$ cat config.mk
export PLATFORM = sky130hd
export DESIGN_NAME = line_rasterizer_core
export DESIGN_NICKNAME = d
export VERILOG_FILES = /design/src/sv/lr_pkg.sv /design/src/sv/line_rasterizer_core.sv /design/src/sv/lr_setup.sv /design/src/sv/lr_engine.sv
export VERILOG_INCLUDE_DIRS = /design/src /design/src/sv
export SDC_FILE = /design/constraint.sdc
export NUM_CORES = 1
export LEC_CHECK = 0
export BUFFER_PORTS_ARGS = -buffer_cell sky130_fd_sc_hd__buf_4
export CAP_MARGIN = 40
export CORE_ASPECT_RATIO = 2
export CORE_MARGIN = 2
export CORE_UTILIZATION = 45
export DETAILED_ROUTE_END_ITERATION = 12
export GPL_TIMING_DRIVEN = 0
export PLACE_DENSITY = 0.76
export SYNTH_ARGS = -nofsm -noshare
export SYNTH_HDL_FRONTEND = slang
export SYNTH_SLANG_ARGS = --single-unit
export TNS_END_PERCENT = 10
$ cat constraint.sdc
create_clock -name clk -period 5.7 [get_ports clk]
set_input_delay 0.285 -clock clk [delete_from_list [all_inputs] [get_ports clk]]
set_output_delay 0.285 -clock clk [all_outputs]
set_load 0.05 [all_outputs]
$ cat src/sv/line_rasterizer_core_defines.svh
// assertion macros shared by the line rasterizer modules
`ifndef LINE_RASTERIZER_CORE_DEFINES_SVH
`define LINE_RASTERIZER_CORE_DEFINES_SVH

`ifndef SYNTH

// same-cycle implication, checked on clk, off during reset
`define LR_ASSERT(lbl, ante, cons, msg) \
  lbl: assert property (@(posedge clk) disable iff (!rst_n) (ante) |-> (cons)) \
    else $error(msg);

// next-cycle implication, checked on clk, off during reset
`define LR_ASSERT_NEXT(lbl, ante, cons, msg) \
  lbl: assert property (@(posedge clk) disable iff (!rst_n) (ante) |=> (cons)) \
    else $error(msg);

`else

`define LR_ASSERT(lbl, ante, cons, msg)
`define LR_ASSERT_NEXT(lbl, ante, cons, msg)

`endif

`endif

$ cat src/sv/lr_pkg.sv
// types and constants of the line rasterizer
package lr_pkg;

  localparam int COORD_BITS = 10;
  localparam int ERR_BITS   = COORD_BITS + 1;
  localparam int CNT_BITS   = COORD_BITS + 1;
  localparam int COLOR_BITS = 16;

  // opcodes
  localparam logic OP_LOAD = 1'b0;
  localparam logic OP_STEP = 1'b1;

  // step direction codes per axis
  localparam logic [1:0] DIR_NONE  = 2'b00;
  localparam logic [1:0] DIR_PLUS  = 2'b01;
  localparam logic [1:0] DIR_MINUS = 2'b11;

  typedef struct packed {
    logic                  opcode;
    logic [COORD_BITS-1:0] x_start;
    logic [COORD_BITS-1:0] y_start;
    logic [COORD_BITS-1:0] x_end;
    logic [COORD_BITS-1:0] y_end;
    logic [COLOR_BITS-1:0] line_color;
  } in_item_t;

  typedef struct packed {
    logic [COORD_BITS-1:0] pixel_x;
    logic [COORD_BITS-1:0] pixel_y;
    logic [COLOR_BITS-1:0] pixel_color;
    logic                  last_pixel;
  } out_item_t;

  // per-line setup values derived from the endpoints
  typedef struct packed {
    logic [COORD_BITS-1:0] span_x;
    logic [COORD_BITS-1:0] span_y;
    logic [1:0]            dir_x;
    logic [1:0]            dir_y;
    logic [COORD_BITS-1:0] major_span;
  } line_setup_t;

  // engine status toward the stage control
  typedef struct packed {
    logic emit;
    logic last;
  } eng_status_t;

endpackage

$ cat src/sv/line_rasterizer_core.sv
// line rasterizer top level: input stage, engine and result register
//
//  channel | ports                      | accepted when
//  --------+----------------------------+--------------------------
//  input   | in_valid in_ready in_data  | in_valid && in_ready
//  result  | out_valid out_ready out_data | out_valid && out_ready
//
// one item per cycle unless the result stalls; step pixels go via the input and result registers
// the input register and the engine update set that rate
// reset clears the line state, so steps give no pixel until a load item
// a stalled result holds the engine only for items that would emit a pixel
// load items and idle steps pass through while a result waits
`include "line_rasterizer_core_defines.svh"

module line_rasterizer_core (
  input  logic              clk,
  input  logic              rst_n,
  input  logic              in_valid,
  output logic              in_ready,
  input  lr_pkg::in_item_t  in_data,
  output logic              out_valid,
  input  logic              out_ready,
  output lr_pkg::out_item_t out_data
);

  lr_pkg::in_item_t    in_item_r;
  logic                in_valid_r;
  lr_pkg::out_item_t   out_item_r;
  logic                out_valid_r;
  lr_pkg::eng_status_t status;
  lr_pkg::out_item_t   pixel;
  logic                fire;

  lr_engine u_engine (
    .clk    (clk),
    .rst_n  (rst_n),
    .item   (in_item_r),
    .fire   (fire),
    .status (status),
    .pixel  (pixel)
  );

  // held item proceeds unless it emits into a full result register that out_ready does not drain
  assign fire     = in_valid_r && (!status.emit || !out_valid_r || out_ready);
  assign in_ready = !in_valid_r || fire;

  // input register
  always_ff @(posedge clk) begin
    if (!rst_n) begin
      in_valid_r <= 1'b0;
    end else if (in_valid && in_ready) begin
      in_valid_r <= 1'b1;
    end else if (fire) begin
      in_valid_r <= 1'b0;
    end
  end

  always_ff @(posedge clk) begin
    if (in_valid && in_ready) begin
      in_item_r <= in_data;
    end
  end

  // result register
  always_ff @(posedge clk) begin
    if (!rst_n) begin
      out_valid_r <= 1'b0;
    end else if (fire && status.emit) begin
      out_valid_r <= 1'b1;
    end else if (out_ready) begin
      out_valid_r <= 1'b0;
    end
  end

  always_ff @(posedge clk) begin
    if (fire && status.emit) begin
      out_item_r <= pixel;
    end
  end

  assign out_valid = out_valid_r;
  assign out_data  = out_item_r;

  `LR_ASSERT(a_no_overwrite, fire && status.emit, !out_valid_r || out_ready, "result overwritten")
  `LR_ASSERT_NEXT(a_emit_shows, fire && status.emit, out_valid_r, "emitted pixel not presented")

endmodule

$ cat src/sv/lr_setup.sv
// endpoint decode: absolute spans, step directions and major span
module lr_setup (
  input  logic [lr_pkg::COORD_BITS-1:0] x_start,
  input  logic [lr_pkg::COORD_BITS-1:0] y_start,
  input  logic [lr_pkg::COORD_BITS-1:0] x_end,
  input  logic [lr_pkg::COORD_BITS-1:0] y_end,
  output lr_pkg::line_setup_t           setup
);

  // per-axis span and direction, then the larger of the two spans
  always_comb begin
    // x axis
    if (x_end > x_start) begin
      setup.span_x = x_end - x_start;
      setup.dir_x  = lr_pkg::DIR_PLUS;
    end else if (x_end == x_start) begin
      setup.span_x = '0;
      setup.dir_x  = lr_pkg::DIR_NONE;
    end else begin
      setup.span_x = x_start - x_end;
      setup.dir_x  = lr_pkg::DIR_MINUS;
    end

    // y axis
    if (y_end > y_start) begin
      setup.span_y = y_end - y_start;
      setup.dir_y  = lr_pkg::DIR_PLUS;
    end else if (y_end == y_start) begin
      setup.span_y = '0;
      setup.dir_y  = lr_pkg::DIR_NONE;
    end else begin
      setup.span_y = y_start - y_end;
      setup.dir_y  = lr_pkg::DIR_MINUS;
    end

    // larger of the two spans
    setup.major_span = (setup.span_x > setup.span_y) ? setup.span_x : setup.span_y;
  end

endmodule

$ cat src/sv/lr_engine.sv
// line state registers and the per-pixel error update
`include "line_rasterizer_core_defines.svh"

module lr_engine (
  input  logic                clk,
  input  logic                rst_n,
  input  lr_pkg::in_item_t    item,
  input  logic                fire,
  output lr_pkg::eng_status_t status,
  output lr_pkg::out_item_t   pixel
);

  localparam int CB = lr_pkg::COORD_BITS;
  localparam int EB = lr_pkg::ERR_BITS;
  localparam int NB = lr_pkg::CNT_BITS;

  logic [CB-1:0]                cur_x_r, cur_y_r, cur_x_nxt, cur_y_nxt;
  logic [CB-1:0]                span_x_r, span_y_r, major_r;
  logic [1:0]                   dir_x_r, dir_y_r;
  logic [EB-1:0]                err_x_r, err_y_r, err_x_nxt, err_y_nxt;
  logic [NB-1:0]                pixels_left_r;
  logic [lr_pkg::COLOR_BITS-1:0] held_color_r;

  lr_pkg::line_setup_t setup;
  logic [EB-1:0]       sum_x, sum_y, major_ext;
  logic                is_load, is_step, active;

  lr_setup u_setup (
    .x_start (item.x_start),
    .y_start (item.y_start),
    .x_end   (item.x_end),
    .y_end   (item.y_end),
    .setup   (setup)
  );

  assign is_load   = (item.opcode == lr_pkg::OP_LOAD);
  assign is_step   = (item.opcode == lr_pkg::OP_STEP);
  assign active    = (pixels_left_r != '0);
  assign major_ext = EB'(major_r);

  // current pixel and status
  assign status.emit       = is_step && active;
  assign status.last       = (pixels_left_r == NB'(1));
  assign pixel.pixel_x     = cur_x_r;
  assign pixel.pixel_y     = cur_y_r;
  assign pixel.pixel_color = held_color_r;
  assign pixel.last_pixel  = status.last;

  // error accumulation, x axis
  always_comb begin
    sum_x     = err_x_r + EB'(span_x_r);
    err_x_nxt = sum_x;
    cur_x_nxt = cur_x_r;
    if (sum_x > major_ext) begin
      err_x_nxt = sum_x - major_ext;
      case (dir_x_r)
        lr_pkg::DIR_PLUS:  cur_x_nxt = cur_x_r + CB'(1);
        lr_pkg::DIR_MINUS: cur_x_nxt = cur_x_r - CB'(1);
        default:           cur_x_nxt = cur_x_r;
      endcase
    end
  end

  // error accumulation, y axis
  always_comb begin
    sum_y     = err_y_r + EB'(span_y_r);
    err_y_nxt = sum_y;
    cur_y_nxt = cur_y_r;
    if (sum_y > major_ext) begin
      err_y_nxt = sum_y - major_ext;
      case (dir_y_r)
        lr_pkg::DIR_PLUS:  cur_y_nxt = cur_y_r + CB'(1);
        lr_pkg::DIR_MINUS: cur_y_nxt = cur_y_r - CB'(1);
        default:           cur_y_nxt = cur_y_r;
      endcase
    end
  end

  // line state
  always_ff @(posedge clk) begin
    if (!rst_n) begin
      cur_x_r       <= '0;
      cur_y_r       <= '0;
      span_x_r      <= '0;
      span_y_r      <= '0;
      dir_x_r       <= lr_pkg::DIR_NONE;
      dir_y_r       <= lr_pkg::DIR_NONE;
      major_r       <= '0;
      err_x_r       <= '0;
      err_y_r       <= '0;
      pixels_left_r <= '0;
      held_color_r  <= '0;
    end else if (fire && is_load) begin
      cur_x_r       <= item.x_start;
      cur_y_r       <= item.y_start;
      span_x_r      <= setup.span_x;
      span_y_r      <= setup.span_y;
      dir_x_r       <= setup.dir_x;
      dir_y_r       <= setup.dir_y;
      major_r       <= setup.major_span;
      err_x_r       <= '0;
      err_y_r       <= '0;
      pixels_left_r <= NB'(setup.major_span) + NB'(2);
      held_color_r  <= item.line_color;
    end else if (fire && status.emit) begin
      cur_x_r       <= cur_x_nxt;
      cur_y_r       <= cur_y_nxt;
      err_x_r       <= err_x_nxt;
      err_y_r       <= err_y_nxt;
      pixels_left_r <= pixels_left_r - NB'(1);
    end
  end

  `LR_ASSERT(a_err_bound, 1'b1, (err_x_r <= major_ext) && (err_y_r <= major_ext), "error above major span")
  `LR_ASSERT_NEXT(a_load_count, fire && is_load, pixels_left_r == (NB'(major_r) + NB'(2)), "bad pixel count after load")
  `LR_ASSERT_NEXT(a_idle_step, fire && is_step && !active, $stable(cur_x_r) && $stable(cur_y_r) && (pixels_left_r == '0), "idle step changed state")
  `LR_ASSERT_NEXT(a_last_ends, fire && status.emit && status.last, pixels_left_r == '0, "line did not end after last pixel")

endmodule
==> out/metrics.csv, run 1 <==
metric;value;unit
status;finished, violations left;
failing checks;negative setup slack;
sequential fraction of the synthesis area;0.4193;
DR pass1 iterations;5;
Die Y-Extent;232.5;um
clock buffer depth;2;
Layout area overhead;24.06;%
fmax;174.7;MHz
global-route wire length before repair;51820;um
CTS tree;built;
asr flop ratio synth;0;
WP data required;6.06;ns
top_reg_cell synth;dfxtp_1;
RSZ-0062 raised after global routing;yes;
largest net degree at the start of global routing;28;
slew margin rel.;0.4163;
critical path's slowest cell;edfxtp_1;
gr ovfl total;0;
Max Cap Viol;0;
# setup viols final;1;
H-tree lvl count;4;
clk_lat worst skew;0.47;ns
P_leak;6.133;nW
Peak VDD IR;179.1;uV
CP arrival;6.08;ns
Largest stage delay, worst path;0.39;ns
aggregate routed wire length;33280;um
PortBufs;99;
Mapped Area;0.01175;sq mm
Critical Path Start Type;register;
Synth Instances;1259;
Setup TNS Final;-0.02392;ns
Final Max Slew Viols;0;
Final nets;1636;
GRT Overall Usage;0.2424;
syn nets;1437;
fin crit share;1.004;
Rows;83;
DPL Wire Length;24940;um
total power draw;4.515;mW
critical path's most frequent cell;o21ai_1;
crit-path max FO;7;
fin cells;1812;
vias in the first global route;10420;
synth warn;0;
die area;0.02749;sq mm
Root Driver;clkbuf_16;
top-level port count;100;
Final WS setup;-0.02392;ns
power per cell area;309.8;mW/mm^2
syn avg cell area;9.330;sq um
1st-iter DRT viols;522;
count of flip-flops with a built-in enable after synthesis;94;
CTS clk-pin slew, worst paths;0.08;ns
Final min period;5.724;ns
count of cell types in the netlist;65;
Remaining DRCs;0;
WS Path Type;reg -> reg;
Routed Antenna Nets;0;
via density per instance;5.578;
core box area;0.02565;sq mm
average routed wire per standard cell;18.36;um
initial antenna violation count;1;
layout cells sized above 1;0.1462;
GPL Wtd Cong;0.9512;
Clock Skew;0.01472;ns
Worst-Margin Slew;0.8511;ns
CTS Sinks;199;
Num CTS Buffers;17;
Vias;10110;
Final Hold Viols;0;
Placed Cells;1703;
Die X;118.2;um
Initial Utilization;0.4579;
HP Class;in -> reg;
Worst Setup End Kind;register;
flops & latches, synth;199;
## through the flow
step	hold WS, ns	setup slack, ns	instance area (sq um)	util
CTS	0.005727	0.02234	14500	0.5652
detailed placement	0.4172	-1.177	13030	0.5080
global placement	0.4112	-1.087	12930	0.5043
global route	0.003704	-0.2404	14570	0.5681
finish	0.02253	-0.02392	14570	0.5681
floorplan	0.3839	0.03001	11770	-
## critical path: cells and delay by family, from the launching register on
kind	cells	cell delay (ns)
buf+inv	6	0.69
compound gates	13	2.37
mux	2	0.67
flops	1	0.39
fa+ha+maj	4	0.96
simple gates	5	0.53
## layer usage
metal  track usage  vias up  wire length, um
met4        0.2003        0             2835
li1              -     4858                -
met2        0.4720      297            18450
met1        0.2129     4805            10950
met5             0        -                0
met3       0.03725      148             1037
## cells in the mapped netlist, types with 5 or more instances
master	count	share of area
a211o_1	6	0.0045
a211oi_1	41	0.026
a21o_1	24	0.015
a21oi_1	123	0.052
a31oi_1	8	0.0043
and3_1	7	0.0037
buf_1	5	0.0016
buf_2	6	0.0026
clkbuf_1	39	0.012
dfxtp_1	105	0.18
edfxtp_1	94	0.24
fa_1	10	0.017
ha_1	107	0.11
inv_1	104	0.033
mux2i_1	37	0.032
nand2_1	128	0.041
nand2b_1	14	0.0075
nand3_1	24	0.010
nand4_1	9	0.0048
nor2_1	100	0.032
nor2b_1	18	0.0096
nor3_1	30	0.013
o211ai_1	8	0.0051
o21a_1	5	0.0032
o21ai_0	52	0.022
o21bai_1	19	0.012
or3_1	5	0.0027
xnor2_1	45	0.034
xor2_1	16	0.012
## final cells by class
class	instances	area, sq um
fill	2179	11080
multi-input combinational	901	6392
sequential	199	4925
timing repair buffer	181	1544
clock buffer	17	425.4
tap	340	425.4
inverter	106	397.9
buffer	52	235.2
clock inverter	15	225.2
antenna	1	2.502
## where the power goes
group          switching [mW]  total (mW)  internal, mW
clock                   0.635        1.32         0.684
sequential             0.0573        1.64          1.58
combinational           0.903        1.55         0.651
total                    1.60        4.51          2.92
## what timing repair did
item,in CTS,in global routing
pin swaps,12,7
setup endpoints to repair,21,6
gates resized for setup,30,8
cloned,0,0
hold buffers,56,0
buffers inserted,15,6
hold endpoints to repair,56,0
## registers in the layout, indices dropped and copies added (netlist names)
register	flops
u_engine.span_y_r	10
u_engine.span_x_r	10
out_data	37
in_item_r	57
u_engine.major_r	10
u_engine.held_color_r	16
u_engine.pixels_left_r	11
u_engine.dir_y_r	2
u_engine.err_y_r	11
in_valid_r	1
u_engine.cur_y_r	10
u_engine.cur_x_r	10
u_engine.dir_x_r	2
out_valid	1
u_engine.err_x_r	11
## path summary, 6_finish.rpt
check                      startpoint                         to  slack (ns)  cells past startpoint
max reg2reg             in_item_r[16]  u_engine.pixels_left_r[9]       -0.02                     30
min reg2reg  u_engine.held_color_r[0]                out_data[1]        0.44                      0
min                        in_data[8]               in_item_r[8]        0.02                      1
max                     in_item_r[16]  u_engine.pixels_left_r[9]       -0.02                     30
## cells by family after synthesis
| group | count (synthesis) | share of synthesized area |
|---|---|---|
| simple gates | 354 | 0.1358 |
| mux | 42 | 0.03654 |
| flops | 199 | 0.4193 |
| xor+xnor | 61 | 0.04548 |
| fa+ha+maj | 117 | 0.1310 |
| buf+inv | 159 | 0.05305 |
| compound gates | 327 | 0.1788 |
## cell usage in the layout (no fill, tap or decap), types with 38 or more instances in the layout
master,synthesis,final
dfxtp_1,105,105
edfxtp_1,94,94
buf_4,1,123
nor2_1,100,100
a21oi_1,123,121
inv_1,104,100
dlygate4sd3_1,0,56
o21ai_0,52,49
nand2_1,128,128
xnor2_1,45,45
a211oi_1,41,38
ha_1,107,104
Power figures use the tool's default switching activity.
==> run 2, diff against run 1 <==
Settings changed: PLACE_DENSITY 0.76 to 0.74, SLEW_MARGIN from default to 25.
Clock period 5.7 ns to 7.2 ns, I/O delays scaled along.
==> out/metrics.csv, run 2 (synthesized netlist as in run 1, its figures left out) <==
metric;value;unit;change
status;complete, no violations;;
1st-iter DRT viols;505;;-3.3%
fin crit share;0.9286;;-0.07564
Layout area overhead;16.35;%;
via density per instance;5.619;;+0.73%
clock buffer depth;2;;unchanged
Final Hold Viols;0;;unchanged
number of flip-flops in the largest register;57;;unchanged
HP Class;in -> reg;;
top-level port count;100;;unchanged
vias in the first global route;9952;;-4.5%
Routed Antenna Nets;0;;unchanged
clk_lat worst skew;0.46;ns;about the same
Final WS setup;0.5144;ns;+0.5383 ns
GRT Overall Usage;0.2323;;-0.01017
hold_sp;in_data[13];;
GPL Wtd Cong;0.9372;;-1.5%
Critical Path Start Type;register;;
Hold EP;in_item_r[13];;
Clock Skew;0.01347;ns;-0.001244 ns
commonest non-fill, non-tap cell in the layout;nand2_1;;
Root Driver;clkbuf_16;;
Die Y-Extent;232.5;um;unchanged
DPL Wire Length;24800;um;-0.57%
Largest stage delay, worst path;0.42;ns;+0.03 ns
Worst-Margin Slew;0.9079;ns;+0.05679 ns
CTS clk-pin slew, worst paths;0.08;ns;about the same
crit-path max FO;10;;+3
Final nets;1563;;-4.5%
Final min period;6.686;ns;+0.9617 ns
WP data required;7.52;ns;+1.46 ns
critical path's slowest cell;fa_1;;
Worst Setup End Kind;register;;
Peak VDD IR;132.7;uV;-26%
H-tree lvl count;4;;unchanged
Register-to-Register Path Depth;31;;+3.3%
reg2reg start;in_item_r[16];;
Initial Utilization;0.4579;;unchanged
average routed wire per standard cell;18.09;um;-1.5%
largest net degree at the start of global routing;47;;+68%
RR Endpoint;u_engine.pixels_left_r[5];;
CTS tree;built;;
core box area;0.02565;sq mm;unchanged
DR pass1 iterations;7;;+2
RSZ-0062 raised after global routing;no;;
CTS Sinks;199;;unchanged
critical path's most frequent cell;inv_1;;
layout cells sized above 1;0.1223;;-0.02384
global-route wire length before repair;49700;um;-4.1%
Min Hold Slack;0.06734;ns;+0.04481 ns
Worst R2R Setup Slack;0.51;ns;+0.54 ns
initial antenna violation count;0;;-1
gr ovfl total;0;;unchanged
slew margin rel.;0.3774;;-0.03894
Die X;118.2;um;unchanged
fmax;149.6;MHz;-14%
Post-Place Setup Slack;-0.1255;ns;+1.051 ns
PortBufs;99;;unchanged
Max Cap Viol;0;;unchanged
Top reg by flops;in_item_r;;
power per cell area;245.9;mW/mm^2;-21%
Layout Utilization;0.5328;;-0.03532
Num CTS Buffers;17;;unchanged
worst hold path depth;1;;unchanged
die area;0.02749;sq mm;unchanged
Remaining DRCs;0;;unchanged
ANT cells;0;;-1
CP arrival;7.00;ns;+0.92 ns
P_leak;5.796;nW;-5.5%
Rows;83;;unchanged
# setup viols final;0;;-1
Final Max Slew Viols;0;;unchanged
WS Path Type;reg -> reg;;
# hold bufs at CTS;0;;-100%
aggregate routed wire length;31440;um;-5.5%
commonest cells after routing, fill and taps aside;nand2_1 (128), a21oi_1 (122), ha_1 (107);;
Vias;9766;;-3.4%
## run 2: cell count changes in the layout (fill, tap and decap cells not counted), sizes merged
cell         previous run  this run
buf                   139       122
bufinv                  2         1
clkbuf                 55        56
clkinv                  6         5
diode                   1         0
dlygate4sd3            56         0
inv                   112       113
## run 2: layout make-up
type / instances / area [sq um]
inverters: 106 / 397.9
clock inverters: 14 / 161.4
plain buffers: 52 / 237.7
flip-flops and latches: 199 / 4925
clock buffers: 18 / 429.2
fillers: 2338 / 11980
well taps: 340 / 425.4
multi-input cells: 901 / 6232
repair buffers: 108 / 858.3
## run 2: worst max-delay path by stage
stage	from	to	slack, ns	depth (start not counted)
after floorplan	in_item_r[16]	u_engine.pixels_left_r[5]	1.25	32
after global placement	in_item_r[16]	u_engine.pixels_left_r[5]	-0.03	32
after global routing	in_item_r[16]	u_engine.pixels_left_r[5]	0.11	31
after CTS	in_item_r[16]	u_engine.pixels_left_r[5]	0.06	32
final	in_item_r[16]	u_engine.pixels_left_r[5]	0.51	31
after detailed placement	in_item_r[16]	u_engine.pixels_left_r[5]	-0.13	32
## run 2: power breakdown
group	internal [mW]	switching (mW)	total (mW)
sequential	1.25	0.0449	1.30
combinational	0.434	0.659	1.09
clock	0.495	0.473	0.969
total	2.18	1.18	3.36
## run 2: critical path: cells and delay by family (launching register included)
family | cells | cell delay, ns
and+or+nand+nor | 4 | 0.37
buffers and inverters | 6 | 0.83
xor gates and xnor gates | 1 | 0.15
AOI/OAI and AO/OA | 13 | 2.73
DFF | 1 | 0.39
muxes | 3 | 0.85
adders and majority gates | 4 | 1.24
## run 2: per-layer routing
layer | wire length (um) | share of wire | global-route usage | vias to the layer above
li1 | - | - | - | 4706
met1 | 10480 | 0.33 | 0.2092 | 4658
met2 | 17650 | 0.56 | 0.4556 | 273
met3 | 1039 | 0.033 | 0.03824 | 129
met4 | 2275 | 0.072 | 0.1683 | 0
met5 | 0 | 0 | 0 | -
## run 2: through the flow
stage	area, sq um	instances	power (mW)	TNS [ns]
after floorplan	11750	1259	2.094	0
after global placement	12910	1698	2.357	-0.03426
after detailed placement	13010	1702	2.381	-0.1255
after CTS	13610	1734	3.344	0
after global routing	13670	1738	3.524	0
final	13670	1738	3.361	0
## run 2: repair_timing
action | 4_1_cts | 5_1_grt
cloned | 0 | 0
endpoints found under the setup margin | 3 | 4
resized for setup | 3 | 6
pin swaps | 0 | 1
buffers inserted | 0 | 5
